### src/hdl/hlab_sqrt_pipe.sv
// Pipelined integer square root, one root bit per register stage, with a sideband
// that travels alongside. Stand-alone, no package needed.
`default_nettype none

module hlab_sqrt_pipe #(
    parameter int RW = 8,
    parameter int SW = 1
) (
    input  wire logic            aclk,
    input  wire logic            aresetn,
    input  wire logic            ce,
    input  wire logic            in_valid,
    input  wire logic [2*RW-1:0] val_i,
    input  wire logic [SW-1:0]   side_i,
    output logic                 out_valid,
    output logic [RW-1:0]        root_o,
    output logic [SW-1:0]        side_o
);

    logic            vld_reg  [0:RW-1];
    logic [2*RW-1:0] val_reg  [0:RW-1];
    logic [RW+1:0]   rem_reg  [0:RW-1];
    logic [RW-1:0]   root_reg [0:RW-1];
    logic [SW-1:0]   side_reg [0:RW-1];

    for (genvar k = 0; k < RW; k++) begin : g_stage
        logic            vld_in;
        logic [2*RW-1:0] val_in;
        logic [RW+1:0]   rem_in;
        logic [RW-1:0]   root_in;
        logic [SW-1:0]   side_in;
        logic [RW+3:0]   acc;
        logic [RW+3:0]   trial;
        logic [RW+3:0]   diff;
        logic            ge;

        if (k == 0) begin : g_first
            assign vld_in  = in_valid;
            assign val_in  = val_i;
            assign rem_in  = '0;
            assign root_in = '0;
            assign side_in = side_i;
        end else begin : g_rest
            assign vld_in  = vld_reg[k-1];
            assign val_in  = val_reg[k-1];
            assign rem_in  = rem_reg[k-1];
            assign root_in = root_reg[k-1];
            assign side_in = side_reg[k-1];
        end

        assign acc   = {rem_in, val_in[2*RW-1:2*RW-2]};
        assign trial = {2'b00, root_in, 2'b01};
        assign diff  = acc - trial;
        assign ge    = acc >= trial;

        always_ff @(posedge aclk) begin
            if (!aresetn) begin
                vld_reg[k] <= 1'b0;
            end else if (ce) begin
                vld_reg[k] <= vld_in;
            end
        end

        always_ff @(posedge aclk) begin
            if (ce) begin
                val_reg[k]  <= {val_in[2*RW-3:0], 2'b00};
                rem_reg[k]  <= ge ? diff[RW+1:0] : acc[RW+1:0];
                root_reg[k] <= {root_in[RW-2:0], ge};
                side_reg[k] <= side_in;
            end
        end
    end

    assign out_valid = vld_reg[RW-1];
    assign root_o    = root_reg[RW-1];
    assign side_o    = side_reg[RW-1];

endmodule

`default_nettype wire

### config.mk
export PLATFORM = sky130hd
export DESIGN_NAME = hlab_sqrt_pipe
export DESIGN_NICKNAME = d
export VERILOG_FILES = /design/src/hdl/hlab_sqrt_pipe.sv
export SDC_FILE = /design/constraint.sdc
export NUM_CORES = 1
export LEC_CHECK = 0
export BUFFER_PORTS_ARGS = -buffer_cell sky130_fd_sc_hd__buf_2
export CORE_MARGIN = 2
export CORE_UTILIZATION = 35
export CTS_CLUSTER_DIAMETER = 120
export DETAILED_ROUTE_END_ITERATION = 16
export PLACE_DENSITY = 0.59
export SLEW_MARGIN = 5
export SYNTH_ARGS = -nofsm -noshare
export SYNTH_HDL_FRONTEND = slang
export SYNTH_SLANG_ARGS = --single-unit
### constraint.sdc
create_clock -name aclk -period 2.54 [get_ports aclk]
set_input_delay 0.254 -clock aclk [delete_from_list [all_inputs] [get_ports aclk]]
set_output_delay 0.254 -clock aclk [all_outputs]
set_load 0.01 [all_outputs]
==> out/metrics.yaml, run 1 <==
antenna_found_initial: 0
cp_max_fo: 7
syn_avg_cell_area_um2: 14.4
critPathLaunchType: "flip-flop"
syn_nets: 589
min_path_type: "in -> reg"
die_h_um: 151
synth-main-ff-cell: "edfxtp_1"
diodes: 0
path_cells: "ha_1 -> and4bb_2 -> nor3_1 -> o2111ai_1 -> buf_4 -> nor2_1 -> a21oi_1"
cp-end-kind: "flip-flop"
routed_wl_um: 11600
grtUsageTotal: 0.111
worst_skew_pair.late_latency_ns: 0.42
synthArstFlopShare: 0
rrSetupSlack_ns: 0.18
cts_setup_buffers: 0
min_from: "val_i[15]"
final_core_util: 0.420
synth_edf_count: 170
cts_buffers: 17
start_util: 0.359
report.final.slew_viol_count: 0
first_pass_iters: 4
grt_setup_unrepaired: "false"
hold_path_end: "root_reg[0][0]$_DFFE_PP_"
reg2reg_from: "rem_reg[1][10]$_DFFE_PP_"
grt_pass1_vias: 4304
htreeDepth: 4
finalSetupViolations: 0
finClkSkew_ns: 0.0109
powerDensity_mw_per_mm2: 785
critPathSlowestCell: "o2111ai_1"
io_buffers: 30
drive_above_1_share: 0.155
setup-tns-final_ns: 0
overflow: 0
syn_inst: 526
worst_ir_drop_vdd_v: 0.000505
drt_iter0_drc: 297
cts.sinks: 171
largest_reg_flops: 63
worstMarginPinSlew_ns: 0.592
cts_root_buffer: "clkbuf_16"
r2r_cells: 7
via_count: 4204
coreArea_mm2: 0.0212
fp.dieW_um: 151
num_rows: 53
final_cell_mix: "edfxtp_1 (170), inv_1 (52), ha_1 (42)"
layout_commonest_cell: "edfxtp_1"
place.detailed.hpwl_um: 8010
synth_area_mm2: 0.00759
ys_types: 57
die-area_mm2: 0.0229
finalCritPeriodShare: 0.928
hold_violations: 0
cts_max_path_buffers: 2
yosysSeqAreaShare: 0.676
cpPeakStageDelay_ns: 0.50
area_delta_synth_final_pct: 17.2
hold_slack_ns: 0.114
maxSlewHeadroom: 0.601
avgViaCountPerCell: 4.78
drc: 0
gp_congestion: 0.942
ios: 31
ant_nets: 0
synth_seq_cells: 171
max_freq_mhz: 424
outcome: "finished clean"
r2r_end: "rem_reg[2][1]$_DFFE_PP_"
clkSlewWorstSetupHoldPaths_ns: 0.07
crit_type: "reg -> reg"
required_ns: 2.74
cts_tree: "done"
routedWlPerCell_um: 13.1
period_needed_ns: 2.36
maxCapViolations: 0
grt_pass1_wl_um: 19600
yosysWarnings: 0
fin_nets: 655
grt_max_degree: 64
holdPathStages: 2
power_leakage_uw: 0.00342
cp.arrival_ns: 2.56
## critical path, delay by kind of cell, from the launching register on
kind                     cells  cell delay, ns
AO/OA/AOI/OAI                2            0.79
adder cells (fa/ha/maj)      1            0.35
buffers and inverters        1            0.26
flip-flops                   1            0.39
AND/OR/NAND/NOR              3            0.35
## through the flow
| stage | instance area (um^2) | setup slack (ns) | cells | total power [uW] |
|---|---|---|---|---|
| 6_report | 8890 | 0.184 | 880 | 6980 |
| 5_1_grt | 8890 | 0.0498 | 880 | 7310 |
| 4_1_cts | 8890 | 0.114 | 880 | 7070 |
| 3_5_place_dp | 8130 | 0.110 | 833 | 4390 |
| 3_3_place_gp | 8130 | 0.252 | 833 | 4360 |
| 2_1_floorplan | 7590 | 0.342 | 526 | 4140 |
## what timing repair did
| action | in CTS | in global routing |
|---|---|---|
| endpoints found under the setup margin | 0 | 1 |
| endpoints found under the hold margin | 15 | 0 |
| hold buffers | 15 | 0 |
| resized for setup | 0 | 1 |
## per-layer routing
layer	vias to the layer above	share of wire	global-route usage
met5	-	0	0
met4	0	0.027	0.0570
met3	24	0.031	0.0352
met2	74	0.53	0.200
met1	2007	0.41	0.116
li1	2099	-	-
## where the power goes
part | switching, uW | internal, uW | total [uW] | leakage (uW)
Clock | 1130 | 1500 | 2620 | 0.000300
Sequential | 128 | 3430 | 3560 | 0.00165
Combinational | 416 | 379 | 795 | 0.00147
Total | 1670 | 5310 | 6980 | 0.00342
## worst max-delay path by stage
stage,from,to,slack [ns],depth (start not counted)
after floorplan,rem_reg[2][3]$_DFFE_PP_,rem_reg[2][13]$_DFFE_PP_,0.34,7
after global placement,root_reg[0][24]$_DFFE_PP_,rem_reg[2][1]$_DFFE_PP_,0.25,8
after detailed placement,rem_reg[2][3]$_DFFE_PP_,rem_reg[2][13]$_DFFE_PP_,0.11,6
after CTS,rem_reg[2][3]$_DFFE_PP_,rem_reg[2][15]$_DFFE_PP_,0.11,6
after global routing,root_reg[0][24]$_DFFE_PP_,rem_reg[2][1]$_DFFE_PP_,0.05,8
final,rem_reg[1][10]$_DFFE_PP_,rem_reg[2][1]$_DFFE_PP_,0.18,7
## cell families (layout without fill, tap and decap cells)
kind of cell,after synthesis,count (layout),share of synthesized area
compound gates,92,92,0.0760
xor+xnor,33,33,0.0381
fa+ha+maj,42,42,0.0693
buf+inv,57,136,0.0302
flops,171,171,0.676
mux,17,17,0.0256
other cells,1,1,0.000494
simple gates,113,113,0.0848
## synthesized netlist by cell type (4+ instances only)
cell | count | share of area
nand2b_1 | 10 | 0.0082
nor2b_1 | 6 | 0.0049
a21oi_1 | 26 | 0.017
nor2_1 | 22 | 0.011
nor3_1 | 13 | 0.0086
or3_1 | 4 | 0.0033
inv_1 | 52 | 0.026
xnor2_1 | 26 | 0.030
ha_1 | 42 | 0.069
o21ai_0 | 26 | 0.017
nand2_1 | 13 | 0.0064
edfxtp_1 | 170 | 0.67
xor2_1 | 7 | 0.0081
o211ai_1 | 4 | 0.0040
nand3_1 | 5 | 0.0033
mux2_2 | 11 | 0.016
nor4_1 | 7 | 0.0058
o21a_1 | 12 | 0.012
mux2i_1 | 4 | 0.0053
and3_1 | 10 | 0.0082
a21o_1 | 5 | 0.0049
## area by class of cell
cell class / instances / area (um^2)
fill: 1902 / 12300
sequential: 171 / 5120
multi-input combinational: 298 / 2230
clock buffer: 18 / 429
timing repair buffer: 52 / 384
tap: 275 / 344
inverter: 52 / 195
clock inverter: 14 / 181
(Power assumes the default switching activity.)
==> run 2, diff against run 1 <==
--- a/config.mk
+++ b/config.mk
@@ -5,6 +5,7 @@
 export SDC_FILE = /design/constraint.sdc
 export NUM_CORES = 1
 export LEC_CHECK = 0
+export ABC_AREA = 1
 export BUFFER_PORTS_ARGS = -buffer_cell sky130_fd_sc_hd__buf_2
 export CORE_MARGIN = 2
 export CORE_UTILIZATION = 35
==> out/metrics.yaml, run 2 <==
outcome: "finished clean"
cts_tree: "done"
critPathSlowestCell: "edfxtp_1"
power_leakage_uw: 0.00397
synth-main-ff-cell: "edfxtp_1"
crit_family: "simple AND/OR/NAND/NOR gates"
report.final.slew_viol_count: 0
syn_nets: 805
fin_nets: 868
place.detailed.hpwl_um: 9350
worst_ir_drop_vdd_v: 0.000419
worst_skew_pair.late_latency_ns: 0.42
finalCritPeriodShare: 0.778
drive_above_1_share: 0.165
via_count: 4951
cts_root_buffer: "clkbuf_16"
cts_buffers: 17
setup-tns-final_ns: 0
setup_ws_ns: 0.565
layout_commonest_cell: "edfxtp_1"
gp_congestion: 0.857
place_area_mm2: 0.00881
path_cells: "ha_1 -> a21oi_1 -> o21ai_2 -> nand2_2 -> nand2_4 -> nor2_8 -> inv_1 -> nand2_1 -> nand2_1"
start_util: 0.354
largest_reg_flops: 63
cp.arrival_ns: 2.14
min_path_type: "in -> reg"
first_pass_iters: 6
area_delta_synth_final_pct: 15.4
fin_area_mm2: 0.00954
coreArea_mm2: 0.0233
hold_violations: 0
die-area_mm2: 0.0249
synth_edf_count: 170
muxShareOfSynthArea: 0
ios: 31
path_buf_inv: 1
maxCapViolations: 0
synth-xor-area-share: 0.0233
grt_pass1_wl_um: 22000
grt_setup_unrepaired: "false"
grt_max_degree: 76
cp_max_fo: 15
diodes: 0
rrSetupSlack_ns: 0.56
synth_commonest_cells: "edfxtp_1 (170), nand2_1 (160), inv_1 (107)"
drc: 0
syn_inst: 742
final_cell_mix: "edfxtp_1 (170), nand2_1 (160), inv_1 (107)"
grtUsageTotal: 0.112
synth-adder-area-share: 0.0636
fp.dieW_um: 158
drt_iter0_drc: 238
ys_top_cells_by_area: "edfxtp_1 (62%), nand2_1 (7.3%), ha_1 (6.4%)"
synth.most_common_cell: "edfxtp_1"
synth_seq_cells: 171
synthSimpleGateAreaFrac: 0.173
ys_types: 37
cp-end-kind: "flip-flop"
cts_max_path_buffers: 2
avgViaCountPerCell: 4.35
finalSetupViolations: 0
cts.sinks: 171
routed_wl_um: 13200
powerDensity_mw_per_mm2: 741
required_ns: 2.71
crit_type: "reg -> reg"
synth_area_mm2: 0.00827
yosysSeqAreaShare: 0.620
critPathLaunchType: "flip-flop"
yosys.area.top_type: "edfxtp_1"
ant_nets: 0
synth_compound_area_frac: 0.0601
path_common_cell: "nand2_1"
fillers: 2233
htreeDepth: 4
syn_avg_cell_area_um2: 11.1
io_buffers: 30
clkSlewWorstSetupHoldPaths_ns: 0.07
cpPeakStageDelay_ns: 0.41
power_uw: 7060
preCtsSetupSlack_ns: 0.590
yosysWarnings: 0
synth.top_cell.area_share: 0.618
synthArstFlopShare: 0
cts_setup_buffers: 0
antenna_found_initial: 0
die_h_um: 158
period_needed_ns: 1.98
grt_pass1_vias: 4752
finClkSkew_ns: 0.0150
synth_top_family_by_area: "simple AND/OR/NAND/NOR gates"
num_rows: 56
overflow: 0
routedWlPerCell_um: 11.6
max_freq_mhz: 506
## run 2: cell types whose count changed after synthesis, moves of 11 or more
| cell | change |
|---|---|
| xnor2_1 | -17 |
| nand3_1 | +38 |
| nand2_1 | +147 |
| nand2_2 | +15 |
| o21ai_2 | +15 |
| inv_1 | +55 |
| o21a_1 | -12 |
| nor2_1 | +35 |
| mux2_2 | -11 |
| a21oi_2 | +14 |
## run 2: area by class of cell
cell class              instances  area [um^2]  share of cell area
clock buffers                  17          425              0.0446
repair buffers                 47          347              0.0363
flip-flops and latches        171         5120               0.537
well taps                     319          399              0.0418
multi-input cells             452         2650               0.277
inverters                     116          445              0.0467
clock inverters                15          154              0.0161
## run 2: report_power, final
group          total (uW)  internal, uW  switching [uW]
logic                1010           390             616
registers            3550          3430             124
clock network        2500          1300            1200
total                7060          5120            1940
## run 2: path summary, 6_finish.rpt
kind / startpoint / to / cells after the start
hold / removal: aresetn / vld_reg[1][0]$_DFF_P_ / 3
setup / recovery: rem_reg[1][1]$_DFFE_PP_ / rem_reg[1][10]$_DFFE_PP_ / 9
setup reg to reg: rem_reg[1][1]$_DFFE_PP_ / rem_reg[1][10]$_DFFE_PP_ / 9
hold reg to reg: val_reg[2][10]$_DFFE_PP_ / val_reg[2][26]$_DFFE_PP_ / 0
## run 2: what timing repair did
action / CTS / global route
hold buffers: 14 / 1
resized for setup: 0 / 0
setup endpoints to repair: 0 / 0
hold endpoints to repair: 14 / 1
## run 2: logic make-up after synthesis
kind of cell	count (synthesis)
AOI/OAI and AO/OA	76
xor gates and xnor gates	22
adders and majority gates	42
buffers and inverters	119
DFF	171
other	1
and+or+nand+nor	311
## run 2: stage by stage
stage,util,hold slack (ns),instances
6_report,0.409,0.0953,1137
4_1_cts,0.408,0.00231,1136
2_1_floorplan,-,0.353,742
5_1_grt,0.409,0.0944,1137
3_3_place_gp,0.378,0.400,1090
3_5_place_dp,0.378,0.405,1090
## run 2: worst reg2reg max path: cells and delay by family (launching register included)
kind	cells	cell delay (ns)
AO/OA/AOI/OAI	2	0.30
adder cells (fa/ha/maj)	1	0.38
buffers and inverters	1	0.10
flip-flops	1	0.41
AND/OR/NAND/NOR	5	0.54
## run 2: metal layers
metal / GRT usage / vias to the layer above / routed length [um]
li1: - / 2619 / -
met2: 0.196 / 56 / 6670
met3: 0.0282 / 11 / 311
met5: 0 / - / 0
met4: 0.0377 / 0 / 141
met1: 0.133 / 2265 / 6060
