<file path="config.mk">
export PLATFORM = sky130hd
export DESIGN_NAME = hlab_div_pipe
export DESIGN_NICKNAME = d
export VERILOG_FILES = /design/src/hdl/hlab_div_pipe.sv
export SDC_FILE = /design/constraint.sdc
export NUM_CORES = 1
export LEC_CHECK = 0
export BUFFER_PORTS_ARGS = -buffer_cell sky130_fd_sc_hd__buf_2
export CAP_MARGIN = 10
export CORE_MARGIN = 5
export CORE_UTILIZATION = 35
export CTS_BUF_LIST = sky130_fd_sc_hd__clkbuf_16
export DETAILED_ROUTE_END_ITERATION = 7
export GPL_TIMING_DRIVEN = 1
export PLACE_DENSITY = 0.53
export SETUP_SLACK_MARGIN = 0.4
export SLEW_MARGIN = 20
export SYNTH_ARGS = -nofsm -noshare
export SYNTH_HDL_FRONTEND = slang
export SYNTH_SLANG_ARGS = --single-unit
export TNS_END_PERCENT = 1
</file>
<file path="constraint.sdc">
create_clock -name aclk -period 4.4 [get_ports aclk]
set_clock_uncertainty 0.05 [all_clocks]
set_input_delay 1.32 -clock aclk [delete_from_list [all_inputs] [get_ports aclk]]
set_output_delay 1.32 -clock aclk [all_outputs]
set_load 0.05 [all_outputs]
</file>
<file path="src/hdl/hlab_div_pipe.sv">
// Pipelined restoring divider, one quotient bit per register stage, several lanes
// sharing one valid bit and one sideband. Stand-alone, no package needed.
`default_nettype none

module hlab_div_pipe #(
    parameter int LANES = 1,
    parameter int QW    = 8,
    parameter int DW    = 8,
    parameter int SW    = 1
) (
    input  wire logic                          aclk,
    input  wire logic                          aresetn,
    input  wire logic                          ce,
    input  wire logic                          in_valid,
    input  wire logic [LANES-1:0][QW-1:0]      num_i,
    input  wire logic [LANES-1:0][DW-1:0]      den_i,
    input  wire logic [LANES-1:0][DW-1:0]      rem_i,
    input  wire logic [SW-1:0]                 side_i,
    output logic                               out_valid,
    output logic [LANES-1:0][QW-1:0]           quot_o,
    output logic [SW-1:0]                      side_o
);

    logic                     vld_reg  [0:QW-1];
    logic [LANES-1:0][QW-1:0] nq_reg   [0:QW-1];
    logic [LANES-1:0][DW-1:0] rem_reg  [0:QW-1];
    logic [LANES-1:0][DW-1:0] den_reg  [0:QW-1];
    logic [SW-1:0]            side_reg [0:QW-1];

    for (genvar k = 0; k < QW; k++) begin : g_stage
        logic                     vld_in;
        logic [LANES-1:0][QW-1:0] nq_in;
        logic [LANES-1:0][DW-1:0] rem_in;
        logic [LANES-1:0][DW-1:0] den_in;
        logic [SW-1:0]            side_in;
        logic [LANES-1:0][QW-1:0] nq_next;
        logic [LANES-1:0][DW-1:0] rem_next;
        logic [LANES-1:0][DW:0]   trial;
        logic [LANES-1:0][DW:0]   diff;
        logic [LANES-1:0]         ge;

        if (k == 0) begin : g_first
            assign vld_in  = in_valid;
            assign nq_in   = num_i;
            assign rem_in  = rem_i;
            assign den_in  = den_i;
            assign side_in = side_i;
        end else begin : g_rest
            assign vld_in  = vld_reg[k-1];
            assign nq_in   = nq_reg[k-1];
            assign rem_in  = rem_reg[k-1];
            assign den_in  = den_reg[k-1];
            assign side_in = side_reg[k-1];
        end

        always_comb begin
            for (int l = 0; l < LANES; l++) begin
                trial[l]    = {rem_in[l], nq_in[l][QW-1]};
                diff[l]     = trial[l] - {1'b0, den_in[l]};
                ge[l]       = trial[l] >= {1'b0, den_in[l]};
                rem_next[l] = ge[l] ? diff[l][DW-1:0] : trial[l][DW-1:0];
                nq_next[l]  = {nq_in[l][QW-2:0], ge[l]};
            end
        end

        always_ff @(posedge aclk) begin
            if (!aresetn) begin
                vld_reg[k] <= 1'b0;
            end else if (ce) begin
                vld_reg[k] <= vld_in;
            end
        end

        always_ff @(posedge aclk) begin
            if (ce) begin
                nq_reg[k]   <= nq_next;
                rem_reg[k]  <= rem_next;
                den_reg[k]  <= den_in;
                side_reg[k] <= side_in;
            end
        end
    end

    assign out_valid = vld_reg[QW-1];
    assign quot_o    = nq_reg[QW-1];
    assign side_o    = side_reg[QW-1];

endmodule

`default_nettype wire

</file>
==> impl_metrics.csv, run 1 <==
group,metric,value,unit
detailed_routing,num_vias,5372,
global_route,grt_start_max_net_pins,113,
setup_path,slowest_stage,"fa_1",
global_route,track_usage,10.1,%
setup_path,cp_max_fo,3,
yosys,synth-async-reset-ratio,0,%
global_route,grt_pass1_wl,25100,um
yosys,yosysWarnings,0,
setup_path,worst-setup-path-type,"input port to flip-flop",
floorplan,initial_utilization,35.2,%
floorplan,die_y,174,um
detailed_routing,wire_per_inst,13.3,um
setup_path,crit_start,"num_i[7]",
yosys,synth_edf_count,191,
setup_path,start_kind,"input port",
yosys,yosys.area_share.xor_xnor,1.96,%
setup_path,cp_cell_sequence,"buf_2, inv_1, ha_1, fa_1, nor2b_1, o31a_1, o21a_1, o21a_1, o31ai_1",
global_route,grt_antenna_before_repair,0,
clocking,numCtsBuffers,17,
yosys,synth_simple_gate_area_share,7.39,%
clocking,cts.sink_count,192,
timing,drv_slew,0,
timing,fin_crit,2630,ps
clocking,clkSlewWorstSetupHoldPaths,80,ps
setup_path,critPathMostFrequentCell,"o21a_1",
yosys,synth_top_family_by_area,"compound AO/OA/AOI/OAI gates",
setup_path,crit_required,4530,ps
final_layout,multiInputGateArea,3220,um^2
yosys,netlist_area,9380,um^2
timing,rsz0062_at_grt,"false",
final_layout,seqCellArea,5760,um^2
setup_path,critPathTopFamily,"adder cells",
clocking,h-tree-depth,4,
final_layout,final_common_cell,"edfxtp_1",
final_layout,fin_cells,1123,
detailed_routing,route.detailed.drc,0,
final_layout,syn_to_final_growth,13.4,%
global_route,globalRouteOverflowTotal,0,
yosys,netlist_instances,714,
yosys,synthFlopType,"edfxtp_1",
timing,fmax,0.380,GHz
placed_design,place_congestion,0.847,
detailed_routing,ant_nets,0,
timing,tns,0,ps
timing,setup_viol,0,
yosys,synth_compound_area_share,11.5,%
detailed_routing,drtPass1Iterations,4,
final_layout,utilization,39.9,%
final_layout,num-fill-cells,2524,
timing,timing.final.crit_share,59.9,%
power_and_ir_drop,ir_worst_vdd,0.000255,V
placed_design,hpwl,10700,um
detailed_routing,wl,14900,um
floorplan,core,26700,um^2
yosys,ys_types,53,
floorplan,rows,60,
hold_path,hold_class,"flip-flop to flip-flop",
clocking,clockBufferDepth,2,
setup_path,critPathCaptureType,"flip-flop",
clocking,cts.repair.resized,0,
global_route,grt_pass1_vias,5416,
floorplan,die_area,30200,um^2
yosys,syn_area_per_cell,13.1,um^2
power_and_ir_drop,power.density,559,nW/um^2
setup_path,crit_path_end,"rem_reg[0][6]",
setup_path,reg2reg_depth,6,
timing,worst_pin_slew,885,ps
timing,hold_viol_final,0,
setup_path,crit_cells,9,
setup_path,r2r_setup_slack,1810,ps
setup_path,crit_buf_inv,2,
clocking,postCtsHoldBufs,0,
yosys,synthesis.nets,814,
floorplan,die_w,174,um
final_layout,largest_reg_flops,64,
setup_path,worstPathArrival,2760,ps
placed_design,io_buffers,38,
flow_run,max_cap_viol_count,0,
yosys,ys_seq_area_share,61.3,%
clocking,cts_setup_buffers,0,
status,status,"finished clean",
power_and_ir_drop,leakage,4.24,nW
yosys,ys_ff_latch,192,
timing,slew_headroom,41.0,%
detailed_routing,drtIter0Drc,205,
setup_path,critical-path-max-stage-delay,410,ps
final_layout,drive_above_1_share,12.8,%
yosys,synth_adder_area_share,10.0,%
clocking,cts_tree,"built",
final_layout,antenna_cells,0,
clocking,insertion_delay,420,ps
clocking,cts_root_buffer,"clkbuf_16",
yosys,muxShareOfSynthArea,3.44,%
floorplan,ios,39,
placed_design,dpl.cell_count,1091,
setup_path,rr_endpoint,"rem_reg[2][4]",
detailed_routing,vias_per_cell,4.78,
setup_path,r2r_start,"rem_reg[1][10]",
final_layout,layout_common_cells,"191 x edfxtp_1, 101 x inv_1, 64 x ha_1",
power_and_ir_drop,finalPower,5.95,mW
final_layout,fin_nets,869,
==> routing by layer <==
metal / wire (um) / GRT usage [%] / vias up
met2: 8050 / 19.0 / 56
met3: 382 / 2.73 / 16
met4: 339 / 4.06 / 0
met1: 6120 / 10.7 / 2550
met5: 0 / 0 / -
li1: - / - / 2750
==> final cells by class <==
type | count | share of cell area [%]
Sequential cell | 192 | 54.1
Tap cell | 341 | 4.01
Multi-Input combinational cell | 415 | 30.3
Inverter | 101 | 3.56
Clock buffer | 17 | 4.00
Timing Repair Buffer | 42 | 2.27
Clock inverter | 15 | 1.83
==> stage by stage <==
step	instance area, um^2	hold WS [ps]	worst slack, ps
global placement	10000	350	1320
floorplan	9380	350	1440
global route	10600	369	1660
CTS	10600	367	1740
finish	10600	364	1770
detailed placement	10000	355	1320
==> synth_stat cells, drive strengths merged (7+ instances only) <==
| master | number | area share [%] |
|---|---|---|
| a21o | 13 | 1.0 |
| a21oi | 30 | 1.7 |
| and3 | 12 | 0.80 |
| edfxtp | 191 | 61 |
| fa | 7 | 1.5 |
| ha | 64 | 8.5 |
| inv | 101 | 4.0 |
| mux2 | 18 | 2.2 |
| mux2i | 12 | 1.3 |
| nand2 | 39 | 1.6 |
| nand3 | 7 | 0.37 |
| nor2 | 25 | 1.0 |
| nor2b | 19 | 1.3 |
| nor3 | 15 | 0.92 |
| o21a | 29 | 2.3 |
| o21ai | 32 | 1.7 |
| o31ai | 10 | 0.80 |
| xnor2 | 16 | 1.5 |
==> logic make-up (layout without fill, tap and decap cells) <==
family / Yosys count / after routing
XOR/XNOR: 21 / 21
AO/OA/AOI/OAI: 156 / 156
flip-flops: 192 / 192
buffers and inverters: 107 / 175
adder cells (fa/ha/maj): 71 / 71
AND/OR/NAND/NOR: 137 / 137
multiplexers: 30 / 30
==> worst min path at each step <==
stage,startpoint,to,slack (ps),cells past startpoint
floorplan,nq_reg[0][1],nq_reg[0][10],350,0
global placement,nq_reg[1][16],nq_reg[1][25],350,0
detailed placement,nq_reg[0][0],nq_reg[0][9],350,0
CTS,nq_reg[1][19],nq_reg[1][28],370,0
global route,nq_reg[1][9],nq_reg[1][18],370,0
finish,nq_reg[1][19],nq_reg[1][28],360,0
==> where the power goes <==
part / internal, mW / total [mW] / switching, mW / leakage (nW)
logic: 0.822 / 1.79 / 0.969 / 2.06
registers: 2.44 / 2.57 / 0.125 / 1.88
clock network: 0.869 / 1.59 / 0.721 / 0.300
Note: power is estimated with default switching activity, not from simulation.
==> run 2, diff against run 1 <==
ABC_AREA = 1   (was unset)
PLACE_DENSITY = 0.55   (was 0.53)
clock period = 2.3 ns   (was 4.4 ns; I/O delays follow)
==> run 2 against run 1 <==
Compared with the run above: final area is 19% higher; critical endpoint is now rem_reg[1][15]; critical path depth is 1 lower; non-clock buffer count is 56 higher; routed wire length is 44% higher; total power is 120% higher; flip-flop and latch count stayed put; synthesized area is 10% higher; register-to-register slack worse by 1400 ps; cell count is 38% higher; largest power group is now combinational logic; first-iteration DRC count is 100% higher; die area is 9.6% higher.
==> impl_metrics.csv, run 2 <==
group,metric,value,unit
final_layout,utilization,43.3,%
final_layout,syn_to_final_growth,23.0,%
detailed_routing,wl,21400,um
placed_design,place_congestion,0.827,
power_and_ir_drop,ir_worst_vdd,0.000577,V
global_route,grt_start_max_net_pins,67,
placed_design,dpl.cell_count,1456,
timing,fmax,0.532,GHz
detailed_routing,drtPass1Iterations,5,
yosys,synth.area.top_cells,"edfxtp_1 55%, nand2_1 10%, ha_1 7.7%",
power_and_ir_drop,combPwrFrac,39.2,%
timing,hold_viol_final,0,
yosys,synthFlopType,"edfxtp_1",
setup_path,crit_required,2450,ps
yosys,synth-async-reset-ratio,0,%
final_layout,antenna_cells,0,
global_route,grt_antenna_before_repair,0,
yosys,yosysWarnings,0,
timing,slew_headroom,72.6,%
floorplan,core,29400,um^2
final_layout,num-fill-cells,2789,
flow_run,max_cap_viol_count,0,
floorplan,rows,63,
yosys,yosysMostFrequentCell,"nand2_1",
clocking,numCtsBuffers,17,
timing,rsz0062_at_grt,"true",
global_route,grt_pass1_vias,6768,
timing,drv_slew,0,
yosys,netlist_instances,1026,
setup_path,critPathCaptureType,"flip-flop",
timing,fin_crit,1880,ps
yosys,synthDominantCellAreaShare,55.5,%
timing,setup_viol,0,
yosys,netlist_area,10300,um^2
placed_design,postPlaceCellArea,11100,um^2
power_and_ir_drop,p_int,8.34,mW
yosys,ys_types,31,
timing,timing.final.crit_share,81.8,%
floorplan,die_w,182,um
detailed_routing,num_vias,7024,
yosys,ys_seq_area_share,55.6,%
final_layout,fin_nets,1246,
timing,whs,362,ps
power_and_ir_drop,pwr-share-seq,38.6,%
floorplan,die_area,33100,um^2
yosys,synth_edf_count,191,
floorplan,initial_utilization,35.2,%
detailed_routing,drtIter0Drc,413,
power_and_ir_drop,p_sw,4.85,mW
power_and_ir_drop,clockPowerShare,22.1,%
setup_path,start_kind,"flip-flop",
setup_path,worstPathArrival,2030,ps
detailed_routing,route.detailed.drc,0,
detailed_routing,wire_per_inst,13.8,um
yosys,synthTopCellsByCount,"281 x nand2_1, 191 x edfxtp_1, 177 x inv_1",
global_route,grt_pass1_wl,34300,um
floorplan,ios,39,
power_and_ir_drop,leakage,5.63,nW
clocking,cts_tree,"built",
clocking,clockBufferDepth,2,
clocking,postCtsHoldBufs,0,
final_layout,layout_common_cells,"269 x nand2_1, 191 x edfxtp_1, 165 x inv_1",
setup_path,cp_max_fo,5,
clocking,clkSlewWorstSetupHoldPaths,80,ps
clocking,insertion_delay,450,ps
placed_design,hpwl,14800,um
global_route,globalRouteOverflowTotal,0,
timing,worst_pin_slew,411,ps
placed_design,io_buffers,38,
yosys,syn_area_per_cell,10.1,um^2
final_layout,largest_reg_flops,64,
final_layout,fin_cells,1549,
hold_path,hold_class,"input port to flip-flop",
final_layout,drive_above_1_share,26.1,%
final_layout,final_common_cell,"nand2_1",
power_and_ir_drop,switching_share,36.8,%
floorplan,die_y,182,um
detailed_routing,ant_nets,0,
timing,tns,0,ps
status,status,"finished clean",
final_layout,seqCellArea,5760,um^2
yosys,yosys.area.top_type,"edfxtp_1",
detailed_routing,vias_per_cell,4.53,
yosys,ys_ff_latch,192,
global_route,track_usage,12.9,%
yosys,synthesis.nets,1126,
final_layout,fin_area,12700,um^2
setup_path,worst-setup-path-type,"flip-flop to flip-flop",
clocking,cts_root_buffer,"clkbuf_16",
power_and_ir_drop,power.density,1040,nW/um^2
clocking,cts.sink_count,192,
clocking,h-tree-depth,4,
final_layout,multiInputGateArea,4530,um^2
==> run 2: critical path, cell delays in order, from the launching register on <==
cell,delay (ps)
edfxtp_1,460
ha_4,330
nand2_1,60
nand3b_1,210
nor2_4,130
nor2_4,70
buf_4,160
nand3_1,70
nand2_1,80
==> run 2: what timing repair did <==
| item | 4_1_cts | 5_1_grt |
|---|---|---|
| resized for setup | 15 | 84 |
| setup buffers | 10 | 41 |
| pin swaps | 7 | 32 |
| cloned | 3 | 7 |
| setup endpoints to repair | 40 | 50 |
==> run 2: final cells by class <==
| cell class | instances | share of cell area, % |
|---|---|---|
| Clock buffer | 17 | 3.35 |
| Clock inverter | 15 | 1.16 |
| Inverter | 185 | 5.50 |
| Multi-Input combinational cell | 652 | 35.6 |
| Sequential cell | 192 | 45.3 |
| Tap cell | 390 | 3.84 |
| Timing Repair Buffer | 98 | 5.26 |
==> run 2: kinds of logic after synthesis <==
logic type / synth area share, %
and+or+nand+nor: 24.4
adders and majority gates: 9.10
xor gates and xnor gates: 1.78
DFF: 55.6
AOI/OAI and AO/OA: 1.84
buffers and inverters: 7.28
==> run 2: worst paths after layout <==
kind,start,to,slack (ps),cells past startpoint
setup / recovery,rem_reg[1][5],rem_reg[1][15],420,8
hold / removal,side_i,side_reg[0][0],360,1
hold reg to reg,nq_reg[0][29],nq_reg[1][6],360,0
setup reg to reg,rem_reg[1][5],rem_reg[1][15],420,8
==> run 2: power groups by stage <==
| stage | Clock [mW] | Sequential (mW) | Combinational [mW] |
|---|---|---|---|
| floorplan | 0 | 5.01 | 3.33 |
| global placement | 0 | 5.08 | 4.19 |
| detailed placement | 0 | 5.09 | 4.22 |
| CTS | 3.02 | 5.03 | 4.40 |
| global route | 3.18 | 5.16 | 5.84 |
| finish | 2.92 | 5.10 | 5.18 |
==> run 2: per-stage QoR <==
stage,setup slack [ps],total power [mW]
global route,354,14.2
finish,419,13.2
detailed placement,108,9.31
floorplan,344,8.34
CTS,380,12.4
global placement,96.1,9.27
==> run 2: routing by layer <==
| layer | up-vias | wire length [um] | track usage (%) |
|---|---|---|---|
| met5 | - | 0 | 0 |
| met4 | 0 | 286 | 4.20 |
| met3 | 19 | 703 | 3.02 |
| met2 | 115 | 10500 | 20.8 |
| met1 | 3270 | 10000 | 17.1 |
| li1 | 3620 | - | - |
